`src/rtl/core/cbc_pkg.sv`:
```
// Shared constants, types and state codes of the colour blob centroid core.
package cbc_pkg;

  localparam int COLOR_W = 8;
  localparam int COORD_W = 10;
  localparam int RATIO_W = 4;
  localparam int PROD_W  = RATIO_W + COLOR_W;

  localparam logic [RATIO_W-1:0] RATIO_RESET = 4'd5;

  localparam int DEF_MAX_WIDTH  = 1024;
  localparam int DEF_MAX_HEIGHT = 1024;

  typedef enum logic [1:0] {
    S_ACC,
    S_DIV_X,
    S_DIV_Y,
    S_DONE
  } cbc_state_t;

  typedef struct packed {
    logic               done;
    logic [COORD_W-1:0] quot;
  } div_stat_t;

endpackage

```
`src/rtl/core/cbc_div.sv`:
```
// Shared restoring divider, one quotient bit per cycle.
module cbc_div
  import cbc_pkg::*;
#(
  parameter int CNT_W = 21,
  parameter int SUM_W = CNT_W + COORD_W
) (
  input  logic             clk,
  input  logic             rst,
  input  logic             start,
  input  logic [SUM_W-1:0] dividend,
  input  logic [CNT_W-1:0] divisor,
  output div_stat_t        stat
);

  localparam int DSH_W  = CNT_W + COORD_W - 1;
  localparam int STEP_W = $clog2(COORD_W);

  logic [SUM_W-1:0]   rem;
  logic [DSH_W-1:0]   dsh;
  logic [COORD_W-1:0] q;
  logic [STEP_W-1:0]  step;
  logic               busy;
  logic               done;
  logic [SUM_W:0]     trial;

  assign trial = {1'b0, rem} - (SUM_W + 1)'(dsh);

  always_ff @(posedge clk) begin
    if (rst) begin
      busy <= 1'b0;
      done <= 1'b0;
      step <= '0;
    end else begin
      done <= 1'b0;
      if (start) begin
        busy <= 1'b1;
        step <= STEP_W'(COORD_W - 1);
      end else if (busy) begin
        step <= step - 1'b1;
        if (step == '0) begin
          busy <= 1'b0;
          done <= 1'b1;
        end
      end
    end
  end

  always_ff @(posedge clk) begin
    if (start) begin
      rem <= dividend;
      dsh <= {divisor, {(COORD_W - 1){1'b0}}};
    end else if (busy) begin
      if (!trial[SUM_W]) begin
        rem <= trial[SUM_W-1:0];
      end
      q   <= {q[COORD_W-2:0], ~trial[SUM_W]};
      dsh <= dsh >> 1;
    end
  end

  assign stat.done = done;
  assign stat.quot = q;

endmodule

```
`config.mk`:
```
export PLATFORM = sky130hd
export DESIGN_NAME = cbc_div
export DESIGN_NICKNAME = d
export VERILOG_FILES = /design/src/rtl/core/cbc_pkg.sv /design/src/rtl/core/cbc_div.sv
export SDC_FILE = /design/constraint.sdc
export NUM_CORES = 1
export LEC_CHECK = 0
export BUFFER_PORTS_ARGS = -buffer_cell sky130_fd_sc_hd__buf_2
export CAP_MARGIN = 20
export CORE_MARGIN = 2
export CORE_UTILIZATION = 63
export CTS_CLUSTER_DIAMETER = 30
export CTS_CLUSTER_SIZE = 40
export DETAILED_ROUTE_END_ITERATION = 8
export PLACE_DENSITY = 0.89
export SYNTH_ARGS = -nofsm -noshare
export SYNTH_HDL_FRONTEND = slang
export SYNTH_SLANG_ARGS = --single-unit
```
`constraint.sdc`:
```
create_clock -name clk -period 6.5 [get_ports clk]
set_input_delay 1.3 -clock clk [delete_from_list [all_inputs] [get_ports clk]]
set_output_delay 1.3 -clock clk [all_outputs]
set_load 0.01 [all_outputs]
```
==> summary.md, run 1 <==
| Metric | Value |
|---|---|
| YS warnings | 0 |
| Routability cong. | 0.8921 |
| Worst vdd ir | 172.2 uV |
| Relative slew slack | 0.3528 |
| Drt first pass iters | 5 |
| IO Port Bufs | 65 |
| Postcts setup bufs | 0 |
| Initial core utilization | 0.6410 |
| Sequential cell area | 2162 um2 |
| Share of post-route cells with drive strength above 1 | 0.1555 |
| Clock Latency Late Sink | 0.36 ns |
| Synth Net Count | 624 |
| MaxCap Viol Count | 0 |
| Least-Margin Pin Slew | 0.9707 ns |
| Status | finished, final reports clean |
| First-pass GRT wire length | 18630 um |
| Sequential area share after synthesis | 0.4434 |
| Post-DP HPWL | 8260 um |
| Post-Synthesis Cells | 537 |
| TritonCTS clock tree | done |
| Pleak | 2.226 nW |
| Flops & latches, synth | 77 |
| Tmin final | 3.429 ns |
| Wire per inst | 16.20 um |
| CTS resizes | 0 |
| Die area | 8459 um2 |
| Hold Crit Class | reg2reg |
| Core ar. | 7607 um2 |
| Vias/cell | 5.937 |
| IO Count | 66 |
| Post-synth ARST share | 0 |
| Initial antenna violation count | 0 |
| H-tree depth | 3 |
| FILL cells | 592 |
| Area grow syn2layout | 11.47% |
| Ant diodes | 0 |
| Fin nets | 680 |
| Largest net degree at the start of global routing | 62 |
| CP Data Arrival Time | 3.42 ns |
| Required @ worst endpoint | 6.49 ns |
| Clock slew at reported path FFs | 0.09 ns |
| Synth Cell Area | 4876 um2 |
| PwrDens | 331.5 nW/um2 |
| RSZ-0062 raised after global routing | false |
| GRT Resource Usage Total | 0.2754 |
| Row count | 32 |
| Setup CP Type | reg2reg |
| Num CTS Buffers | 9 |
| Synthesized area per cell | 9.080 um2 |
| Max-slew violation count | 0 |
| Crit. End Element | register |
| Final WL | 11340 um |
| Clock root buffer | clkbuf_8 |
| DR iter-0 viols | 415 |
| Cts hold-fix bufs | 0 |
| Fin Hold WS | 0.4556 ns |
| Vias in the first global route | 4095 |
| Die height | 91.98 um |
| ANT nets after route | 0 |
| Worst Clk Skew | 0.01157 ns |
| Max clock buf depth | 2 |
| Endpoints failing hold | 0 |
| Final setup vio count | 0 |
| Setup tns final | 0 ns |
| Main flop type after synthesis | edfxtp_1 |
| Clock sinks | 77 |
| Drt drc | 0 |
| Cell variety after synth | 55 |
| Grt ovf | 0 |
| Final Util | 0.7145 |
| Via count | 4156 |
| Die X | 91.98 um |
| F_max | 291.6 MHz |
| Number of synthesized flops with an enable pin | 62 |
| Area of the multi-input gates | 2450 um2 |
| Startpoint class of the critical path | register |
| Fin crit share | 0.5276 |
| Crit-path max FO | 31 |
[cells in the final DEF (no fill, tap or decap), types with 8 or more instances in the layout]
cell type,count
mux2i_1,10
clkbuf_8,9
xor2_1,9
inv_1,46
a21oi_1,36
nand2_1,88
xnor2_1,11
nor2_1,34
dfxtp_1,15
edfxtp_1,62
o211ai_1,8
nand3_1,8
ha_1,31
o21ai_0,57
buf_2,65
[Yosys cell counts, types with 5 or more instances]
library cell	number	share of area
a211oi_1	6	0.0092
a21o_1	6	0.0092
a21oi_1	36	0.037
a31oi_1	5	0.0064
and2_1	6	0.0077
buf_1	5	0.0038
clkbuf_1	15	0.012
dfxtp_1	15	0.062
edfxtp_1	62	0.38
ha_1	31	0.080
inv_1	46	0.035
mux2i_1	10	0.021
nand2_1	88	0.068
nand2b_1	6	0.0077
nand3_1	8	0.0082
nand4_1	5	0.0064
nor2_1	34	0.026
nor3_1	5	0.0051
o211ai_1	8	0.012
o21ai_0	57	0.059
o31ai_1	5	0.0077
or3_1	5	0.0064
xnor2_1	11	0.020
xor2_1	9	0.016
[layer usage]
metal | track usage | part of all wire | up-vias
met4 | 0.1007 | 0.021 | 0
met1 | 0.3590 | 0.42 | 1919
met3 | 0.04355 | 0.072 | 23
met5 | 0 | 0 | -
met2 | 0.4669 | 0.48 | 179
li1 | - | - | 2035
[through the flow]
stage          cells  worst slack, ns  power, mW  instance area, um2
2_1_floorplan    537            3.769      1.264                4876
3_3_place_gp     684            2.924      1.406                5256
3_5_place_dp     684            2.852      1.442                5256
4_1_cts          700            3.138      1.785                5435
5_1_grt          700            2.833      1.908                5435
6_report         700            3.071      1.802                5435
[cell type report]
cell class,instances,area share
clock buffers,9,0.02279
clock inverters,7,0.01013
inverters,47,0.03246
multi-input cells,391,0.4507
flip-flops and latches,77,0.3978
well taps,102,0.02348
repair buffers,67,0.06262
[registers in the layout, summed over array words and instances (netlist names)]
name / cells
q: 10
rem: 31
done: 1
step: 4
busy: 1
dsh: 30
[where the power goes]
part	leakage, nW	switching [mW]	internal, mW
combinational	1.39	0.473	0.309
clock	0.0915	0.200	0.144
sequential	0.745	0.0373	0.638
[final timing paths]
path	depth (start not counted)	start	slack [ns]	end
max	9	dsh[3]	3.07	rem[21]
min	0	q[4]	0.46	q[5]
max reg2reg	9	dsh[3]	3.07	rem[21]
min reg2reg	0	q[4]	0.46	q[5]
[worst max-delay path, cell delays in order (launching register included)]
cell      delay, ns
dfxtp_1        0.37
inv_1          0.05
ha_1           0.37
o211ai_1       0.14
a21oi_1        0.30
o311ai_1       0.24
a21oi_1        0.45
o21ai_2        0.15
o21ai_1        0.18
a31o_2         0.79
[kinds of logic after synthesis]
kind of cell / synth area share
buffers and inverters: 0.05414
DFF: 0.4434
adders and majority gates: 0.08365
muxes: 0.02515
AOI/OAI and AO/OA: 0.1996
xor gates and xnor gates: 0.03593
and+or+nand+nor: 0.1581
Note: power is estimated with default switching activity, not from simulation.
==> run 2, diff against run 1 <==
- CORE_UTILIZATION: 63 -> 58
- PLACE_DENSITY: 0.89 -> 0.83
- clock period: 6.5 -> 3.31 ns (I/O delays scaled with it)
==> summary.md, run 2 (synthesis gave the netlist of run 1 again) <==
| Metric | Value |
|---|---|
| CP Data Arrival Time | 3.12 ns |
| Num CTS Buffers | 9 |
| Ant diodes | 0 |
| First-pass GRT wire length | 18560 um |
| Number of flip-flops in the largest register | 31 |
| Max clock buf depth | 2 |
| Core ar. | 8175 um2 |
| Die height | 95.69 um |
| Crit-path max FO | 9 |
| Clock slew at reported path FFs | 0.08 ns |
| Least-Margin Pin Slew | 0.6584 ns |
| Fin crit share | 0.9113 |
| Die X | 95.69 um |
| GRT Resource Usage Total | 0.2607 |
| Max-slew violation count | 0 |
| Fin nets | 684 |
| Startpoint class of the critical path | register |
| Routability cong. | 0.9595 |
| Pleak | 2.246 nW |
| Post-DP HPWL | 8418 um |
| TritonCTS clock tree | done |
| Hold Crit Class | reg2reg |
| ANT nets after route | 0 |
| Status | finished, final reports clean |
| IO Port Bufs | 65 |
| Top Registers | rem x31, dsh x30, q x10 |
| Crit. End Element | register |
| F_max | 331.5 MHz |
| PwrDens | 652.1 nW/um2 |
| Most common cell after layout, fill and taps aside | nand2_1 |
| Share of post-route cells with drive strength above 1 | 0.1561 |
| Tmin final | 3.017 ns |
| Postcts setup bufs | 0 |
| Cts hold-fix bufs | 0 |
| Area grow syn2layout | 12.39% |
| Required @ worst endpoint | 3.42 ns |
| Setup CP Type | reg2reg |
| Largest net degree at the start of global routing | 83 |
| Clock sinks | 77 |
| Drt first pass iters | 5 |
| H-tree depth | 3 |
| Grt ovf | 0 |
| Vias/cell | 5.948 |
| Initial antenna violation count | 0 |
| Wire per inst | 15.87 um |
| IO Count | 66 |
| Final Util | 0.6703 |
| Clock Latency Late Sink | 0.35 ns |
| DR iter-0 viols | 443 |
| CTS resizes | 0 |
| Worst Clk Skew | 0.01028 ns |
| Largest Register | rem |
| Final setup vio count | 0 |
| Final WL | 11220 um |
| Row count | 33 |
| Clock root buffer | clkbuf_8 |
| Initial core utilization | 0.5964 |
| Die area | 9157 um2 |
| Worst vdd ir | 268.5 uV |
| Endpoints failing hold | 0 |
| Drt drc | 0 |
| Via count | 4205 |
| Most frequent cells in the layout | nand2_1, buf_2, edfxtp_1 |
| Setup tns final | 0 ns |
| MaxCap Viol Count | 0 |
| Relative slew slack | 0.5610 |
| Vias in the first global route | 4035 |
| RSZ-0062 raised after global routing | false |
-- run 2: per-stage QoR --
| stage | hold WS (ns) | cell area [um2] | power (mW) | setup slack [ns] | std cells |
|---|---|---|---|---|---|
| 2_1_floorplan | 0.4647 | 4876 | 2.482 | 0.5791 | 537 |
| 3_3_place_gp | 0.4325 | 5290 | 2.778 | 0.4911 | 691 |
| 3_5_place_dp | 0.4409 | 5290 | 2.831 | 0.4022 | 691 |
| 4_1_cts | 0.4603 | 5480 | 3.538 | 0.3902 | 707 |
| 5_1_grt | 0.4682 | 5480 | 3.802 | 0.1652 | 707 |
| 6_report | 0.4528 | 5480 | 3.574 | 0.2935 | 707 |
-- run 2: cell type report --
type                       count  area, um2
clock buffer                  10      127.6
timing repair buffer          71      370.4
inverter                      47      176.4
sequential                    77       2162
clock inverter                 6      62.56
tap                          105      131.4
fill                         665       2695
multi-input combinational    391       2450
-- run 2: report_power, final --
part	internal, mW	switching [mW]
Combinational	0.614	0.931
Sequential	1.25	0.0687
Clock	0.348	0.361
Total	2.21	1.36
-- run 2: worst max-delay path, stage by stage (launching register included) --
cell,delay (ns)
edfxtp_1,0.39
inv_1,0.11
ha_1,0.33
a21o_1,0.23
a2111oi_0,0.48
o21ai_0,0.24
o21bai_1,0.40
o211ai_1,0.18
xnor2_1,0.15
mux2_2,0.25
-- run 2: final timing paths --
kind	start	endpoint	slack [ns]	cells after the start
max	dsh[13]	rem[30]	0.29	9
min	q[5]	q[6]	0.45	0
max reg2reg	dsh[13]	rem[30]	0.29	9
min reg2reg	q[5]	q[6]	0.45	0
-- run 2: layer usage --
layer / vias up / wire length (um) / track usage
li1: 2053 / - / -
met1: 1941 / 5325 / 0.3781
met2: 180 / 4862 / 0.3951
met3: 31 / 806 / 0.04542
met4: 0 / 223 / 0.09167
met5: - / 0 / 0
